### config.mk
export PLATFORM = sky130hd
export DESIGN_NAME = i2c_master_byte_controller_unit
export DESIGN_NICKNAME = d
export VERILOG_FILES = /design/src/hw/rtl/i2cmb_pkg.sv /design/src/hw/rtl/i2cmb_front.sv /design/src/hw/rtl/i2cmb_queue.sv /design/src/hw/rtl/i2cmb_seq.sv /design/src/hw/rtl/i2c_master_byte_controller_unit.sv
export SDC_FILE = /design/constraint.sdc
export NUM_CORES = 1
export LEC_CHECK = 0
export BUFFER_PORTS_ARGS = -buffer_cell sky130_fd_sc_hd__buf_2
export CAP_MARGIN = 25
export CORE_UTILIZATION = 50
export DETAILED_ROUTE_END_ITERATION = 8
export PLACE_DENSITY_LB_ADDON = 0.25
export SYNTH_ARGS = -nofsm -noshare
export SYNTH_HDL_FRONTEND = slang
export SYNTH_SLANG_ARGS = --single-unit
### constraint.sdc
create_clock -name i_clk -period 5.6 [get_ports i_clk]
set_input_delay 0.28 -clock i_clk [delete_from_list [all_inputs] [get_ports i_clk]]
set_output_delay 0.28 -clock i_clk [all_outputs]
set_load 0.05 [all_outputs]
### src/hw/rtl/i2cmb_pkg.sv
// ---------------------------------------------------------------------------
// I2C master byte controller package
// Shared widths, codes, phase encoding and queue slot types.
// ---------------------------------------------------------------------------
`timescale 1ns / 1ps

package i2cmb_pkg;

    localparam int UNIT_W     = 14;
    localparam int TIMEOUT_W  = 16;
    localparam int CFG_DATA_W = 16;
    localparam int CFG_IDX_W  = 1;
    localparam int KIND_W     = 3;
    localparam int BYTE_W     = 8;

    localparam int COUNT_WIDTH_DEF = 16;
    localparam int QUEUE_DEPTH_DEF = 4;

    localparam logic [UNIT_W-1:0]    UNIT_TICKS_RST  = 14'd25;
    localparam logic [TIMEOUT_W-1:0] ACK_TIMEOUT_RST = 16'd250;

    localparam logic [CFG_IDX_W-1:0] CFG_UNIT_TICKS  = 1'b0;
    localparam logic [CFG_IDX_W-1:0] CFG_ACK_TIMEOUT = 1'b1;

    localparam logic [KIND_W-1:0] KIND_START    = 3'd1;
    localparam logic [KIND_W-1:0] KIND_STOP     = 3'd2;
    localparam logic [KIND_W-1:0] KIND_WRITE    = 3'd3;
    localparam logic [KIND_W-1:0] KIND_WAIT_ACK = 3'd4;
    localparam logic [KIND_W-1:0] KIND_READ     = 3'd5;

    localparam logic [2:0] LAST_BIT = 3'd7;

    typedef enum logic [2:0] {
        CMD_NONE,
        CMD_START,
        CMD_STOP,
        CMD_WRITE,
        CMD_WAIT_ACK,
        CMD_READ
    } t_cmd;

    typedef enum logic [3:0] {
        PH_IDLE,
        PH_START_A,
        PH_START_B,
        PH_STOP_A,
        PH_STOP_B,
        PH_WR_SET,
        PH_WR_HI,
        PH_WR_LO,
        PH_ACK_REL,
        PH_ACK_HI,
        PH_ACK_POLL,
        PH_RD_LO,
        PH_RD_H1,
        PH_RD_H2,
        PH_AN_LO,
        PH_AN_HI
    } t_phase;

    typedef struct packed {
        t_cmd              cmd;
        logic [BYTE_W-1:0] tx_byte;
        logic              send_ack;
        logic              sda_level;
    } t_tick;

    typedef struct packed {
        logic  valid;
        t_tick tick;
    } t_slot;

endpackage

### src/hw/rtl/i2cmb_front.sv
// ---------------------------------------------------------------------------
// I2C master byte controller front end
// Accepts input ticks and classifies the command code for the queue.
// ---------------------------------------------------------------------------
`timescale 1ns / 1ps

module i2cmb_front (
    input  logic                              i_valid,
    input  logic                              i_full,
    input  logic [i2cmb_pkg::KIND_W-1:0]      i_kind,
    input  logic [i2cmb_pkg::BYTE_W-1:0]      i_tx_byte,
    input  logic                              i_send_ack,
    input  logic                              i_sda_level,
    output i2cmb_pkg::t_slot                  o_push
);

    i2cmb_pkg::t_cmd cmd;

    always_comb begin
        case (i_kind)
            i2cmb_pkg::KIND_START:    cmd = i2cmb_pkg::CMD_START;
            i2cmb_pkg::KIND_STOP:     cmd = i2cmb_pkg::CMD_STOP;
            i2cmb_pkg::KIND_WRITE:    cmd = i2cmb_pkg::CMD_WRITE;
            i2cmb_pkg::KIND_WAIT_ACK: cmd = i2cmb_pkg::CMD_WAIT_ACK;
            i2cmb_pkg::KIND_READ:     cmd = i2cmb_pkg::CMD_READ;
            default:                  cmd = i2cmb_pkg::CMD_NONE;
        endcase
    end

    assign o_push.valid          = i_valid && !i_full;
    assign o_push.tick.cmd       = cmd;
    assign o_push.tick.tx_byte   = i_tx_byte;
    assign o_push.tick.send_ack  = i_send_ack;
    assign o_push.tick.sda_level = i_sda_level;

endmodule

### src/hw/rtl/i2cmb_queue.sv
// ---------------------------------------------------------------------------
// I2C master byte controller tick queue
// Short FIFO between the classifying front end and the line sequencer.
// ---------------------------------------------------------------------------
`timescale 1ns / 1ps

module i2cmb_queue #(
    parameter int DEPTH = i2cmb_pkg::QUEUE_DEPTH_DEF
) (
    input  logic             i_clk,
    input  logic             i_rst_n,
    input  i2cmb_pkg::t_slot i_push,
    input  logic             i_pop,
    output logic             o_full,
    output i2cmb_pkg::t_slot o_head
);

    localparam int PW   = (DEPTH > 1) ? $clog2(DEPTH) : 1;
    localparam int CNTW = $clog2(DEPTH + 1);

    i2cmb_pkg::t_tick r_mem [DEPTH];
    logic [PW-1:0]    r_wr_ptr, n_wr_ptr;
    logic [PW-1:0]    r_rd_ptr, n_rd_ptr;
    logic [CNTW-1:0]  r_count, n_count;
    logic             push, pop;

    assign o_full = (r_count == CNTW'(DEPTH));
    assign push   = i_push.valid;
    assign pop    = i_pop && (r_count != '0);

    always_comb begin
        n_wr_ptr = r_wr_ptr;
        n_rd_ptr = r_rd_ptr;
        n_count  = r_count;
        if (push) begin
            n_wr_ptr = (r_wr_ptr == PW'(DEPTH - 1)) ? '0 : r_wr_ptr + 1'b1;
        end
        if (pop) begin
            n_rd_ptr = (r_rd_ptr == PW'(DEPTH - 1)) ? '0 : r_rd_ptr + 1'b1;
        end
        if (push && !pop) begin
            n_count = r_count + 1'b1;
        end else if (pop && !push) begin
            n_count = r_count - 1'b1;
        end
    end

    always_ff @(posedge i_clk) begin
        if (!i_rst_n) begin
            r_wr_ptr <= '0;
            r_rd_ptr <= '0;
            r_count  <= '0;
        end else begin
            r_wr_ptr <= n_wr_ptr;
            r_rd_ptr <= n_rd_ptr;
            r_count  <= n_count;
        end
    end

    always_ff @(posedge i_clk) begin
        if (push) begin
            r_mem[r_wr_ptr] <= i_push.tick;
        end
    end

    assign o_head.valid = (r_count != '0);
    assign o_head.tick  = r_mem[r_rd_ptr];

endmodule

### src/hw/rtl/i2cmb_seq.sv
// ---------------------------------------------------------------------------
// I2C master byte controller line sequencer
// Steps the bus phase machine once per queued tick and holds the result.
// ---------------------------------------------------------------------------
`timescale 1ns / 1ps

module i2cmb_seq #(
    parameter int COUNT_WIDTH = i2cmb_pkg::COUNT_WIDTH_DEF
) (
    input  logic                                 i_clk,
    input  logic                                 i_rst_n,
    input  i2cmb_pkg::t_slot                     i_head,
    output logic                                 o_pop,
    input  logic                                 i_out_stall,
    output logic                                 o_out_valid,
    output logic                                 o_scl_level,
    output logic                                 o_sda_release,
    output logic                                 o_ready_res,
    output logic                                 o_done_res,
    output logic [i2cmb_pkg::BYTE_W-1:0]         o_rx_byte,
    output logic                                 o_ack_failed,
    input  logic                                 i_cfg_we,
    input  logic [i2cmb_pkg::CFG_IDX_W-1:0]      i_cfg_idx,
    input  logic [i2cmb_pkg::CFG_DATA_W-1:0]     i_cfg_data
);

    localparam int UW = i2cmb_pkg::UNIT_W;
    localparam int LW = (COUNT_WIDTH > UW + 2) ? COUNT_WIDTH : UW + 2;
    localparam int TW = (COUNT_WIDTH > i2cmb_pkg::TIMEOUT_W) ? COUNT_WIDTH
                                                           : i2cmb_pkg::TIMEOUT_W;
    localparam logic [LW-1:0] LEN_MAX = LW'((64'd1 << COUNT_WIDTH) - 64'd1);
    localparam logic [COUNT_WIDTH-1:0] COUNT_MAX = '1;

    logic [UW-1:0]                       r_unit_ticks;
    logic [i2cmb_pkg::TIMEOUT_W-1:0]     r_ack_timeout;

    i2cmb_pkg::t_phase                   r_phase, n_phase;
    logic [2:0]                          r_bit_idx, n_bit_idx;
    logic [COUNT_WIDTH-1:0]              r_delay, n_delay;
    logic [COUNT_WIDTH-1:0]              r_wait, n_wait;
    logic [i2cmb_pkg::BYTE_W-1:0]        r_shift, n_shift;
    logic                                r_ack_choice, n_ack_choice;
    logic                                r_scl, n_scl;
    logic                                r_sda, n_sda;
    logic [i2cmb_pkg::BYTE_W-1:0]        r_received, n_received;
    logic                                r_fail, n_fail;
    logic                                r_out_valid, n_out_valid;
    logic                                r_ready_res, n_ready_res;
    logic                                r_done_res, n_done_res;

    logic [UW-1:0]          unit_eff;
    logic [LW-1:0]          len_u1, len_u2, len_u4;
    logic [COUNT_WIDTH-1:0] dly1, dly2, dly4;
    logic [COUNT_WIDTH-1:0] dly_dec;
    logic [COUNT_WIDTH-1:0] wait_inc;
    logic                   take, idle, sda_in;
    i2cmb_pkg::t_tick       tick;

    assign tick     = i_head.tick;
    assign sda_in   = tick.sda_level;
    assign take     = i_head.valid && (!r_out_valid || !i_out_stall);
    assign o_pop    = take;
    assign idle     = (r_phase == i2cmb_pkg::PH_IDLE);

    assign unit_eff = (r_unit_ticks == '0) ? UW'(1) : r_unit_ticks;
    assign len_u1   = LW'(unit_eff);
    assign len_u2   = LW'({unit_eff, 1'b0});
    assign len_u4   = LW'({unit_eff, 2'b00});
    assign dly1     = (len_u1 > LEN_MAX) ? COUNT_MAX : COUNT_WIDTH'(len_u1);
    assign dly2     = (len_u2 > LEN_MAX) ? COUNT_MAX : COUNT_WIDTH'(len_u2);
    assign dly4     = (len_u4 > LEN_MAX) ? COUNT_MAX : COUNT_WIDTH'(len_u4);
    assign dly_dec  = (r_delay != '0) ? r_delay - 1'b1 : r_delay;
    assign wait_inc = (r_wait != COUNT_MAX) ? r_wait + 1'b1 : r_wait;

    always_comb begin
        n_phase      = r_phase;
        n_bit_idx    = r_bit_idx;
        n_delay      = r_delay;
        n_wait       = r_wait;
        n_shift      = r_shift;
        n_ack_choice = r_ack_choice;
        n_scl        = r_scl;
        n_sda        = r_sda;
        n_received   = r_received;
        n_fail       = r_fail;
        n_out_valid  = r_out_valid && i_out_stall;
        n_ready_res  = r_ready_res;
        n_done_res   = r_done_res;
        if (take) begin
            n_out_valid = 1'b1;
            n_ready_res = idle;
            n_done_res  = 1'b0;
            if (idle) begin
                case (tick.cmd)
                    i2cmb_pkg::CMD_START: begin
                        n_sda   = 1'b1;
                        n_scl   = 1'b1;
                        n_delay = dly4;
                        n_phase = i2cmb_pkg::PH_START_A;
                    end
                    i2cmb_pkg::CMD_STOP: begin
                        n_scl   = 1'b0;
                        n_sda   = 1'b0;
                        n_delay = dly4;
                        n_phase = i2cmb_pkg::PH_STOP_A;
                    end
                    i2cmb_pkg::CMD_WRITE: begin
                        n_shift   = tick.tx_byte;
                        n_bit_idx = '0;
                        n_scl     = 1'b0;
                        n_sda     = tick.tx_byte[i2cmb_pkg::BYTE_W-1];
                        n_delay   = dly2;
                        n_phase   = i2cmb_pkg::PH_WR_SET;
                    end
                    i2cmb_pkg::CMD_WAIT_ACK: begin
                        n_sda   = 1'b1;
                        n_delay = dly1;
                        n_phase = i2cmb_pkg::PH_ACK_REL;
                    end
                    i2cmb_pkg::CMD_READ: begin
                        n_shift      = '0;
                        n_bit_idx    = '0;
                        n_ack_choice = tick.send_ack;
                        n_sda        = 1'b1;
                        n_scl        = 1'b0;
                        n_delay      = dly2;
                        n_phase      = i2cmb_pkg::PH_RD_LO;
                    end
                    default: begin
                    end
                endcase
            end else if (r_phase == i2cmb_pkg::PH_ACK_POLL) begin
                if (!sda_in) begin
                    n_scl      = 1'b0;
                    n_fail     = 1'b0;
                    n_phase    = i2cmb_pkg::PH_IDLE;
                    n_done_res = 1'b1;
                end else begin
                    n_wait = wait_inc;
                    if (TW'(wait_inc) > TW'(r_ack_timeout)) begin
                        n_fail  = 1'b1;
                        n_scl   = 1'b0;
                        n_sda   = 1'b0;
                        n_delay = dly4;
                        n_phase = i2cmb_pkg::PH_STOP_A;
                    end
                end
            end else begin
                n_delay = dly_dec;
                if (dly_dec == '0) begin
                    case (r_phase)
                        i2cmb_pkg::PH_START_A: begin
                            n_sda   = 1'b0;
                            n_delay = dly4;
                            n_phase = i2cmb_pkg::PH_START_B;
                        end
                        i2cmb_pkg::PH_START_B: begin
                            n_scl      = 1'b0;
                            n_phase    = i2cmb_pkg::PH_IDLE;
                            n_done_res = 1'b1;
                        end
                        i2cmb_pkg::PH_STOP_A: begin
                            n_scl   = 1'b1;
                            n_sda   = 1'b1;
                            n_delay = dly4;
                            n_phase = i2cmb_pkg::PH_STOP_B;
                        end
                        i2cmb_pkg::PH_STOP_B: begin
                            n_phase    = i2cmb_pkg::PH_IDLE;
                            n_done_res = 1'b1;
                        end
                        i2cmb_pkg::PH_WR_SET: begin
                            n_scl   = 1'b1;
                            n_delay = dly2;
                            n_phase = i2cmb_pkg::PH_WR_HI;
                        end
                        i2cmb_pkg::PH_WR_HI: begin
                            n_scl   = 1'b0;
                            n_delay = dly2;
                            n_phase = i2cmb_pkg::PH_WR_LO;
                        end
                        i2cmb_pkg::PH_WR_LO: begin
                            if (r_bit_idx == i2cmb_pkg::LAST_BIT) begin
                                n_phase    = i2cmb_pkg::PH_IDLE;
                                n_done_res = 1'b1;
                            end else begin
                                n_bit_idx = r_bit_idx + 1'b1;
                                n_shift   = {r_shift[i2cmb_pkg::BYTE_W-2:0], 1'b0};
                                n_sda     = r_shift[i2cmb_pkg::BYTE_W-2];
                                n_delay   = dly2;
                                n_phase   = i2cmb_pkg::PH_WR_SET;
                            end
                        end
                        i2cmb_pkg::PH_ACK_REL: begin
                            n_scl   = 1'b1;
                            n_delay = dly1;
                            n_phase = i2cmb_pkg::PH_ACK_HI;
                        end
                        i2cmb_pkg::PH_ACK_HI: begin
                            n_wait  = '0;
                            n_phase = i2cmb_pkg::PH_ACK_POLL;
                        end
                        i2cmb_pkg::PH_RD_LO: begin
                            n_scl   = 1'b1;
                            n_delay = dly1;
                            n_phase = i2cmb_pkg::PH_RD_H1;
                        end
                        i2cmb_pkg::PH_RD_H1: begin
                            n_shift = {r_shift[i2cmb_pkg::BYTE_W-2:0], sda_in};
                            n_delay = dly1;
                            n_phase = i2cmb_pkg::PH_RD_H2;
                        end
                        i2cmb_pkg::PH_RD_H2: begin
                            n_scl   = 1'b0;
                            n_delay = dly2;
                            if (r_bit_idx == i2cmb_pkg::LAST_BIT) begin
                                n_sda   = ~r_ack_choice;
                                n_phase = i2cmb_pkg::PH_AN_LO;
                            end else begin
                                n_bit_idx = r_bit_idx + 1'b1;
                                n_phase   = i2cmb_pkg::PH_RD_LO;
                            end
                        end
                        i2cmb_pkg::PH_AN_LO: begin
                            n_scl   = 1'b1;
                            n_delay = dly2;
                            n_phase = i2cmb_pkg::PH_AN_HI;
                        end
                        i2cmb_pkg::PH_AN_HI: begin
                            n_scl      = 1'b0;
                            n_received = r_shift;
                            n_phase    = i2cmb_pkg::PH_IDLE;
                            n_done_res = 1'b1;
                        end
                        default: begin
                            n_phase = i2cmb_pkg::PH_IDLE;
                        end
                    endcase
                end
            end
        end
    end

    always_ff @(posedge i_clk) begin
        if (!i_rst_n) begin
            r_unit_ticks  <= i2cmb_pkg::UNIT_TICKS_RST;
            r_ack_timeout <= i2cmb_pkg::ACK_TIMEOUT_RST;
        end else if (i_cfg_we) begin
            case (i_cfg_idx)
                i2cmb_pkg::CFG_UNIT_TICKS:  r_unit_ticks  <= i_cfg_data[UW-1:0];
                i2cmb_pkg::CFG_ACK_TIMEOUT: r_ack_timeout <= i_cfg_data;
                default: begin
                end
            endcase
        end
    end

    always_ff @(posedge i_clk) begin
        if (!i_rst_n) begin
            r_phase      <= i2cmb_pkg::PH_IDLE;
            r_bit_idx    <= '0;
            r_delay      <= '0;
            r_wait       <= '0;
            r_shift      <= '0;
            r_ack_choice <= 1'b0;
            r_scl        <= 1'b1;
            r_sda        <= 1'b1;
            r_received   <= '0;
            r_fail       <= 1'b0;
            r_out_valid  <= 1'b0;
            r_ready_res  <= 1'b0;
            r_done_res   <= 1'b0;
        end else begin
            r_phase      <= n_phase;
            r_bit_idx    <= n_bit_idx;
            r_delay      <= n_delay;
            r_wait       <= n_wait;
            r_shift      <= n_shift;
            r_ack_choice <= n_ack_choice;
            r_scl        <= n_scl;
            r_sda        <= n_sda;
            r_received   <= n_received;
            r_fail       <= n_fail;
            r_out_valid  <= n_out_valid;
            r_ready_res  <= n_ready_res;
            r_done_res   <= n_done_res;
        end
    end

    assign o_out_valid   = r_out_valid;
    assign o_scl_level   = r_scl;
    assign o_sda_release = r_sda;
    assign o_ready_res   = r_ready_res;
    assign o_done_res    = r_done_res;
    assign o_rx_byte     = r_received;
    assign o_ack_failed  = r_fail;

endmodule

### src/hw/rtl/i2c_master_byte_controller_unit.sv
// ---------------------------------------------------------------------------
// I2C master byte controller
// Single-master open-drain line sequencer, one result per input tick.
//
//   channel   direction  handshake                 payload
//   in        sink       i_in_valid / o_in_stall   kind, tx_byte, send_ack, sda_level
//   out       source     o_out_valid / i_out_stall scl, sda, ready, done, rx_byte, fail
//   cfg       sink       i_cfg_we                  i_cfg_idx, i_cfg_data
//
// One tick is taken per cycle while in stall is low; each tick passes through
// a queue slot, then the sequencer step into the result register.
// The sequencer steps only when the result register is free or being taken.
// The queue holds QUEUE_DEPTH ticks; in stall rises only when it is full.
// Synchronous active-low reset; pins come out of reset released high.
// ---------------------------------------------------------------------------
`timescale 1ns / 1ps

module i2c_master_byte_controller_unit #(
    parameter int COUNT_WIDTH = i2cmb_pkg::COUNT_WIDTH_DEF,
    parameter int QUEUE_DEPTH = i2cmb_pkg::QUEUE_DEPTH_DEF
) (
    input  logic                                 i_clk,
    input  logic                                 i_rst_n,
    input  logic                                 i_in_valid,
    output logic                                 o_in_stall,
    input  logic [i2cmb_pkg::KIND_W-1:0]         i_kind,
    input  logic [i2cmb_pkg::BYTE_W-1:0]         i_tx_byte,
    input  logic                                 i_send_ack,
    input  logic                                 i_sda_level,
    output logic                                 o_out_valid,
    input  logic                                 i_out_stall,
    output logic                                 o_scl_level,
    output logic                                 o_sda_release,
    output logic                                 o_ready_res,
    output logic                                 o_done_res,
    output logic [i2cmb_pkg::BYTE_W-1:0]         o_rx_byte,
    output logic                                 o_ack_failed,
    input  logic                                 i_cfg_we,
    input  logic [i2cmb_pkg::CFG_IDX_W-1:0]      i_cfg_idx,
    input  logic [i2cmb_pkg::CFG_DATA_W-1:0]     i_cfg_data
);

    i2cmb_pkg::t_slot push;
    i2cmb_pkg::t_slot head;
    logic             full;
    logic             pop;

    assign o_in_stall = full;

    i2cmb_front u_front (
        .i_valid     (i_in_valid),
        .i_full      (full),
        .i_kind      (i_kind),
        .i_tx_byte   (i_tx_byte),
        .i_send_ack  (i_send_ack),
        .i_sda_level (i_sda_level),
        .o_push      (push)
    );

    i2cmb_queue #(
        .DEPTH (QUEUE_DEPTH)
    ) u_queue (
        .i_clk   (i_clk),
        .i_rst_n (i_rst_n),
        .i_push  (push),
        .i_pop   (pop),
        .o_full  (full),
        .o_head  (head)
    );

    i2cmb_seq #(
        .COUNT_WIDTH (COUNT_WIDTH)
    ) u_seq (
        .i_clk         (i_clk),
        .i_rst_n       (i_rst_n),
        .i_head        (head),
        .o_pop         (pop),
        .i_out_stall   (i_out_stall),
        .o_out_valid   (o_out_valid),
        .o_scl_level   (o_scl_level),
        .o_sda_release (o_sda_release),
        .o_ready_res   (o_ready_res),
        .o_done_res    (o_done_res),
        .o_rx_byte     (o_rx_byte),
        .o_ack_failed  (o_ack_failed),
        .i_cfg_we      (i_cfg_we),
        .i_cfg_idx     (i_cfg_idx),
        .i_cfg_data    (i_cfg_data)
    );

endmodule

; Word level (Yosys, flattened, before mapping)
; Memory sizes are Yosys's and may differ from the RTL's. A register that Yosys moved wholly into a read port is not among the register bits.
; Cells that the tools add are included.
; Widths: inputs -> output; s select.
[totals]
mem_bits_rw = 52
elab_cells = 201
register_bits = 99
input_bits = 35
n_memories = 1
[classes]
n_bitwise = 4
eq_ne = 46
n_reduce_logical = 49
mux = 72
add_sub_neg = 7
order_cmp = 4
[mem_list]
columns = memory, words, word_bits, read_ports, rd_ports_with_merged_regs, wr, line
row1 = u_queue.r_mem, 4, 13, 1, 1, 1, i2cmb_queue.sv:21  ; i2cmb_pkg::t_tick r_mem [DEPTH];
[ops]
columns = op, count
row1 = $mux 16, 15
row2 = $pmux 16 s4, 1
row3 = $pmux 16 s3, 1
row4 = $pmux 4 s11, 1
row5 = $eq 4x4->1 const B, 8
row6 = $mux 8, 4
row7 = $pmux 8 s2, 2
row8 = $mux 3, 10
row9 = $mux 1, 21
row10 = $mux 4, 5
row11 = $pmux 4 s5, 1
row12 = $eq 3x3->1 const B, 6
row13 = $add 16x1->16 const B, 1
row14 = $eq 4x3->1 const B, 4
row15 = $gt 14x16->1 const B, 1
row16 = $gt 15x16->1 const B, 1
row17 = $gt 16x16->1, 1
row18 = $gt 16x16->1 const B, 1
row19 = $logic_not 16->1, 1
row20 = $ne 16x16->1 const B, 1
row21 = $reduce_bool 16->1, 1
row22 = $sub 16x1->16 const B, 1
row23 = $pmux 3 s5, 1
row24 = $reduce_and 5->1, 3
row25 = 42 further kinds, 90

; Longest topological paths before layout
[logic_depth]
ltp_word = 9
mapped_depth = 18
mapped_depth_nobuf = 16

; Hierarchy
; From an unflattened synthesis, not the netlist that was laid out.
[unflattened]
cells_unflattened = 966
hier_area_um2 = 8672.1
[modules_own_cells]
columns = mod, instances, cells_each, area_each_um2
row1 = i2cmb_seq, 1, 839, 6222.2
row2 = i2cmb_queue, 1, 113, 2346.0
row3 = i2cmb_front, 1, 14, 103.8

; Least setup slack after synthesis
; No wires, ideal clock.
[synth_path]
path_type = flip-flop to flip-flop
startpoint = register u_seq.r_wait[6]
endpoint = register u_seq.r_delay[14]
t_required_ns = 5.463
arrival_time_ns = 3.551
setup_ns = 0.137
path_slack_ns = 1.913
n_path_buf = 3
path_stages_with_launch = 19
path_cell_list = dfxtp_1 > clkbuf_1 > and4_1 > nand4_1 > nor3_1 > clkbuf_1 > nor2_1 > nand3_1 > xnor2_1 > ha_1 > a21oi_1 > o21ai_0 > a221o_1 > nor3_1 > o21ai_0 > nor2b_1 > clkbuf_1 > o21ai_0 > a31oi_1
[synth_via]
elab_chain_cells = 5
word_cells_on_any_way = 6
[synth_lines]
columns = element, line
row1 = start: declaration, i2cmb_seq.sv:40  ; logic [COUNT_WIDTH-1:0] r_wait, n_wait;
row2 = start signal: assignment, i2cmb_seq.sv:277  ; r_wait <= n_wait;
row3 = $add 16x1->16 / $ne 16x16->1 (equally long branches), i2cmb_seq.sv:73  ; assign wait_inc = (r_wait != COUNT_MAX) ? r_wait + 1'b1 : r_wait;
row4 = $mux 16 (*), i2cmb_seq.sv:73
row5 = $gt 16x16->1 (*), i2cmb_seq.sv:140  ; if (TW'(wait_inc) > TW'(r_ack_timeout)) begin
row6 = $ne 3x2->1 (no line) (*), n/a
row7 = $reduce_and 4->1 (no line) (*), n/a
row8 = end signal: assignment, i2cmb_seq.sv:276  ; r_delay <= n_delay;
row9 = end: declaration, i2cmb_seq.sv:39  ; logic [COUNT_WIDTH-1:0] r_delay, n_delay;
; Mark *: on every way between the ends. The rest lies on a longest branch, timed or not.
; A chain may end at the register's enable or synchronous reset.

; Final worst setup path
[layout_path]
startpoint = register u_seq.r_wait[0]
endpoint = register u_seq.r_delay[12]
; The elaborated chain is that of the path after synthesis.

==> results.md <==
* Final instance area at 0.009223 sq mm
* Nets@finish at 982
* Final WL at 20240 um
* Setup crit end kind: flip-flop
* Slowest CP cell: dfxtp_1
* Mapped Area at 0.008325 sq mm
* Area Overhead vs Synth at 10.78%
* Htree depth at 4
* Syn Area/Cell at 9.189 sq um
* Die Ht at 131.0 um
* N_diodes at 0
* Worst-path clk slew at 0.07 ns
* Worst Skew at 0.01254 ns
* CTS max path bufs at 2
* Count leader, synth: nand2_1
* WS Path Type: reg -> reg
* TNS Setup at 0 ns
* Peak supply drop at 0.3418 mV
* CP Launch Type: flip-flop
* Hold_buf cts at 0
* I/O pins at 50
* Share of the synthesized area in the top cell type at 24.29%
* Routed via count at 6921
* Root buffer cell: clkbuf_16
* Crit-path cells: ha_1, nand3_1, or2_2, nor3_1, buf_4, nor2_1, nand3_1, xnor2_1, ha_1, a21oi_1, o21ai_0, a221o_1, nor3_1, o21ai_0, nor2b_1, buf_4, o21ai_0, a41oi_1
* Port Buf Inserts at 49
* Hold Crit Class: in -> reg
* DRC errors left at 0
* Layout cells sized above 1 at 14.06%
* Most instantiated cells after synthesis: 111 x nand2_1, 101 x dfxtp_1, 77 x nor2_1, 68 x a21oi_1, 52 x edfxtp_1
* Cells after synthesis at 906
* Crit-path leading delay family: simple AND/OR/NAND/NOR gates
* Most used cell, CP: o21ai_0
* Hold Path Stages at 1
* 1st-pass router iterations at 9
* Sequential Area at 0.003583 sq mm
* Die width at 131.0 um
* Yosys warns at 0
* Core Footprint at 0.01606 sq mm
* Register area share after synthesis at 43.04%
* Ys flop type: dfxtp_1
* Worst-margin pin slew at 1.022 ns
* Netlist cell types at 77
* Total die area at 0.01717 sq mm
* Final HPWL DP at 13970 um
* Clock Sinks at 153
* R2r worst-path depth at 18
* Seq cells post-synth at 153
* Pwr dens at 483.4 mW/mm^2
* Worst R2R Setup Slack at 1.62 ns
* Via density at 6.029
* Core Rows at 46
* Antenna viol nets, final at 0
* Outcome: completed
* Reg-to-Reg End: u_seq.r_delay[12]
* HP Start: i_tx_byte[5]
* Final setup fails at 0
* Tmin final at 3.976 ns
* Synth Net Count at 969
* Required time worst endpoint at 5.88 ns
* Most area-hungry cell type in the Yosys netlist: dfxtp_1
* CP peak stage delay at 0.42 ns
* Slew headroom at 31.50%
* CTS resizes at 0
* Reg2Reg Launch Point: u_seq.r_wait[0]
* Initial antenna violation count at 0
* Filler cell count at 1432
* Vias in the first global route at 6399
* Final non-filler cell total at 1148
* Max-slew violations at 0
* Congestion Overflow GR at 0
* Largest net degree at the start of global routing at 52
* Initial DRC Count at 801
* CTS tree: done
* Hold worst-path end: u_queue.r_mem[1][7]
* Buffers & Inverters on Critical Path at 2
* Hold_ws at 0.06282 ns
* Area taken by multi-input logic gates at 0.004374 sq mm
* Buffer count from post-CTS setup fixing at 0
* Fin crit share at 71.00%
* Number of hold violations in the final report at 0
* RSZ-0062 raised after global routing: no
* Critical Path AT at 4.26 ns
* First-pass GRT wire length at 33010 um
* Static leakage at 3.452 nW
* All-layer global routing usage at 25.16%
* Post-synthesis async set-or-reset flop share at 0%
* Number of synthesized flops with an enable pin at 52
* Clock insertion delay at the later pin of the skew report at 0.43 ns
* Final Total Pwr at 4.458 mW
* TritonCTS Buffers at 17
* Max-capacitance violation count at 0
* Fmax at 0.2515 GHz
* Wire per inst at 17.63 um
* Critical Path Fanout Max at 31
* Effective utilization at floorplan at 51.85%
* Area contributors post-synth: dfxtp_1 24%, edfxtp_1 19%, nand2_1 5.0%
* GPL Wtd Cong at 0.8973
* Placed Area at 0.008650 sq mm
* DP Cell Count at 1115
flip-flops by register name, indices dropped and copies added (netlist names), 3 cells and up, named ones only:
register,cells
u_seq.r_shift,8
u_seq.r_phase,4
u_seq.r_ack_timeout,16
u_seq.r_wait,16
u_seq.r_delay,16
u_queue.r_count,3
u_seq.o_rx_byte,8
u_queue.r_mem,52
u_seq.r_bit_idx,3
u_seq.r_unit_ticks,14
worst reg2reg max path, stage by stage, from the launching register on:
cell and delay [ns]:
dfxtp_1 0.42, ha_1 0.23, nand3_1 0.08, or2_2 0.32, nor3_1 0.15, buf_4 0.20
nor2_1 0.08, nand3_1 0.10, xnor2_1 0.16, ha_1 0.29, a21oi_1 0.17, o21ai_0 0.12
a221o_1 0.33, nor3_1 0.32, o21ai_0 0.17, nor2b_1 0.16, buf_4 0.24, o21ai_0 0.23
a41oi_1 0.06
placed cells by master (no fill, tap or decap), types with 12 or more instances in the layout:
| cell | count |
|---|---|
| nand2_1 | 111 |
| dfxtp_1 | 101 |
| nor2_1 | 77 |
| a21oi_1 | 68 |
| edfxtp_1 | 52 |
| buf_2 | 49 |
| o21ai_0 | 44 |
| nor3_1 | 30 |
| inv_1 | 29 |
| ha_1 | 27 |
| nand3_1 | 22 |
| mux2i_1 | 22 |
| nand2b_1 | 20 |
| a22o_1 | 19 |
| a222oi_1 | 17 |
| clkbuf_16 | 17 |
| mux4_2 | 13 |
| a31oi_1 | 12 |
| xnor2_1 | 12 |
final cells by class:
type                       count  share of cell area [%]
inverter                      31                   1.262
multi-input combinational    658                   47.43
tap                          216                   2.930
clock inverter                14                   1.479
timing repair buffer          58                   3.392
sequential                   153                   38.85
clock buffer                  18                   4.653
routing by layer:
metal / up-vias / global-route usage (%) / wire, um
met1: 3266 / 34.66 / 9497
met2: 248 / 39.06 / 9200
met5: - / 0 / 0
met4: 0 / 9.736 / 477
li1: 3370 / - / -
met3: 37 / 4.927 / 1068
logic make-up (layout without fill, tap and decap cells):
kind of cell,Yosys count,in the layout,synth area share (%)
multiplexers,37,37,6.432
flip-flops,153,153,43.04
adder cells (fa/ha/maj),28,28,4.298
buffers and inverters,95,121,4.478
XOR/XNOR,21,21,2.209
AND/OR/NAND/NOR,338,338,20.09
AO/OA/AOI/OAI,234,234,19.45
where the power goes:
group	switching, mW	internal (mW)	total [mW]	leakage [nW]
combinational	1.17	0.710	1.88	1.88
sequential	0.173	1.29	1.47	1.30
clock	0.489	0.622	1.11	0.268
per-stage QoR:
| stage | utilization (%) | setup WS [ns] |
|---|---|---|
| 3_3_place_gp | 53.86 | 1.864 |
| 3_5_place_dp | 53.86 | 1.760 |
| 4_1_cts | 57.39 | 1.663 |
| 6_report | 57.43 | 1.624 |
| 2_1_floorplan | - | 1.913 |
| 5_1_grt | 57.43 | 1.261 |
worst max-delay path by stage:
stage / cells after the start / from / end
finish: 18 / u_seq.r_wait[0] / u_seq.r_delay[12]
global route: 17 / u_seq.r_wait[6] / u_seq.r_delay[11]
CTS: 18 / u_seq.r_wait[0] / u_seq.r_delay[12]
detailed placement: 18 / u_seq.r_wait[0] / u_seq.r_delay[0]
global placement: 18 / u_seq.r_wait[0] / u_seq.r_delay[13]
floorplan: 18 / u_seq.r_wait[6] / u_seq.r_delay[14]
Power figures use the tool's default switching activity.
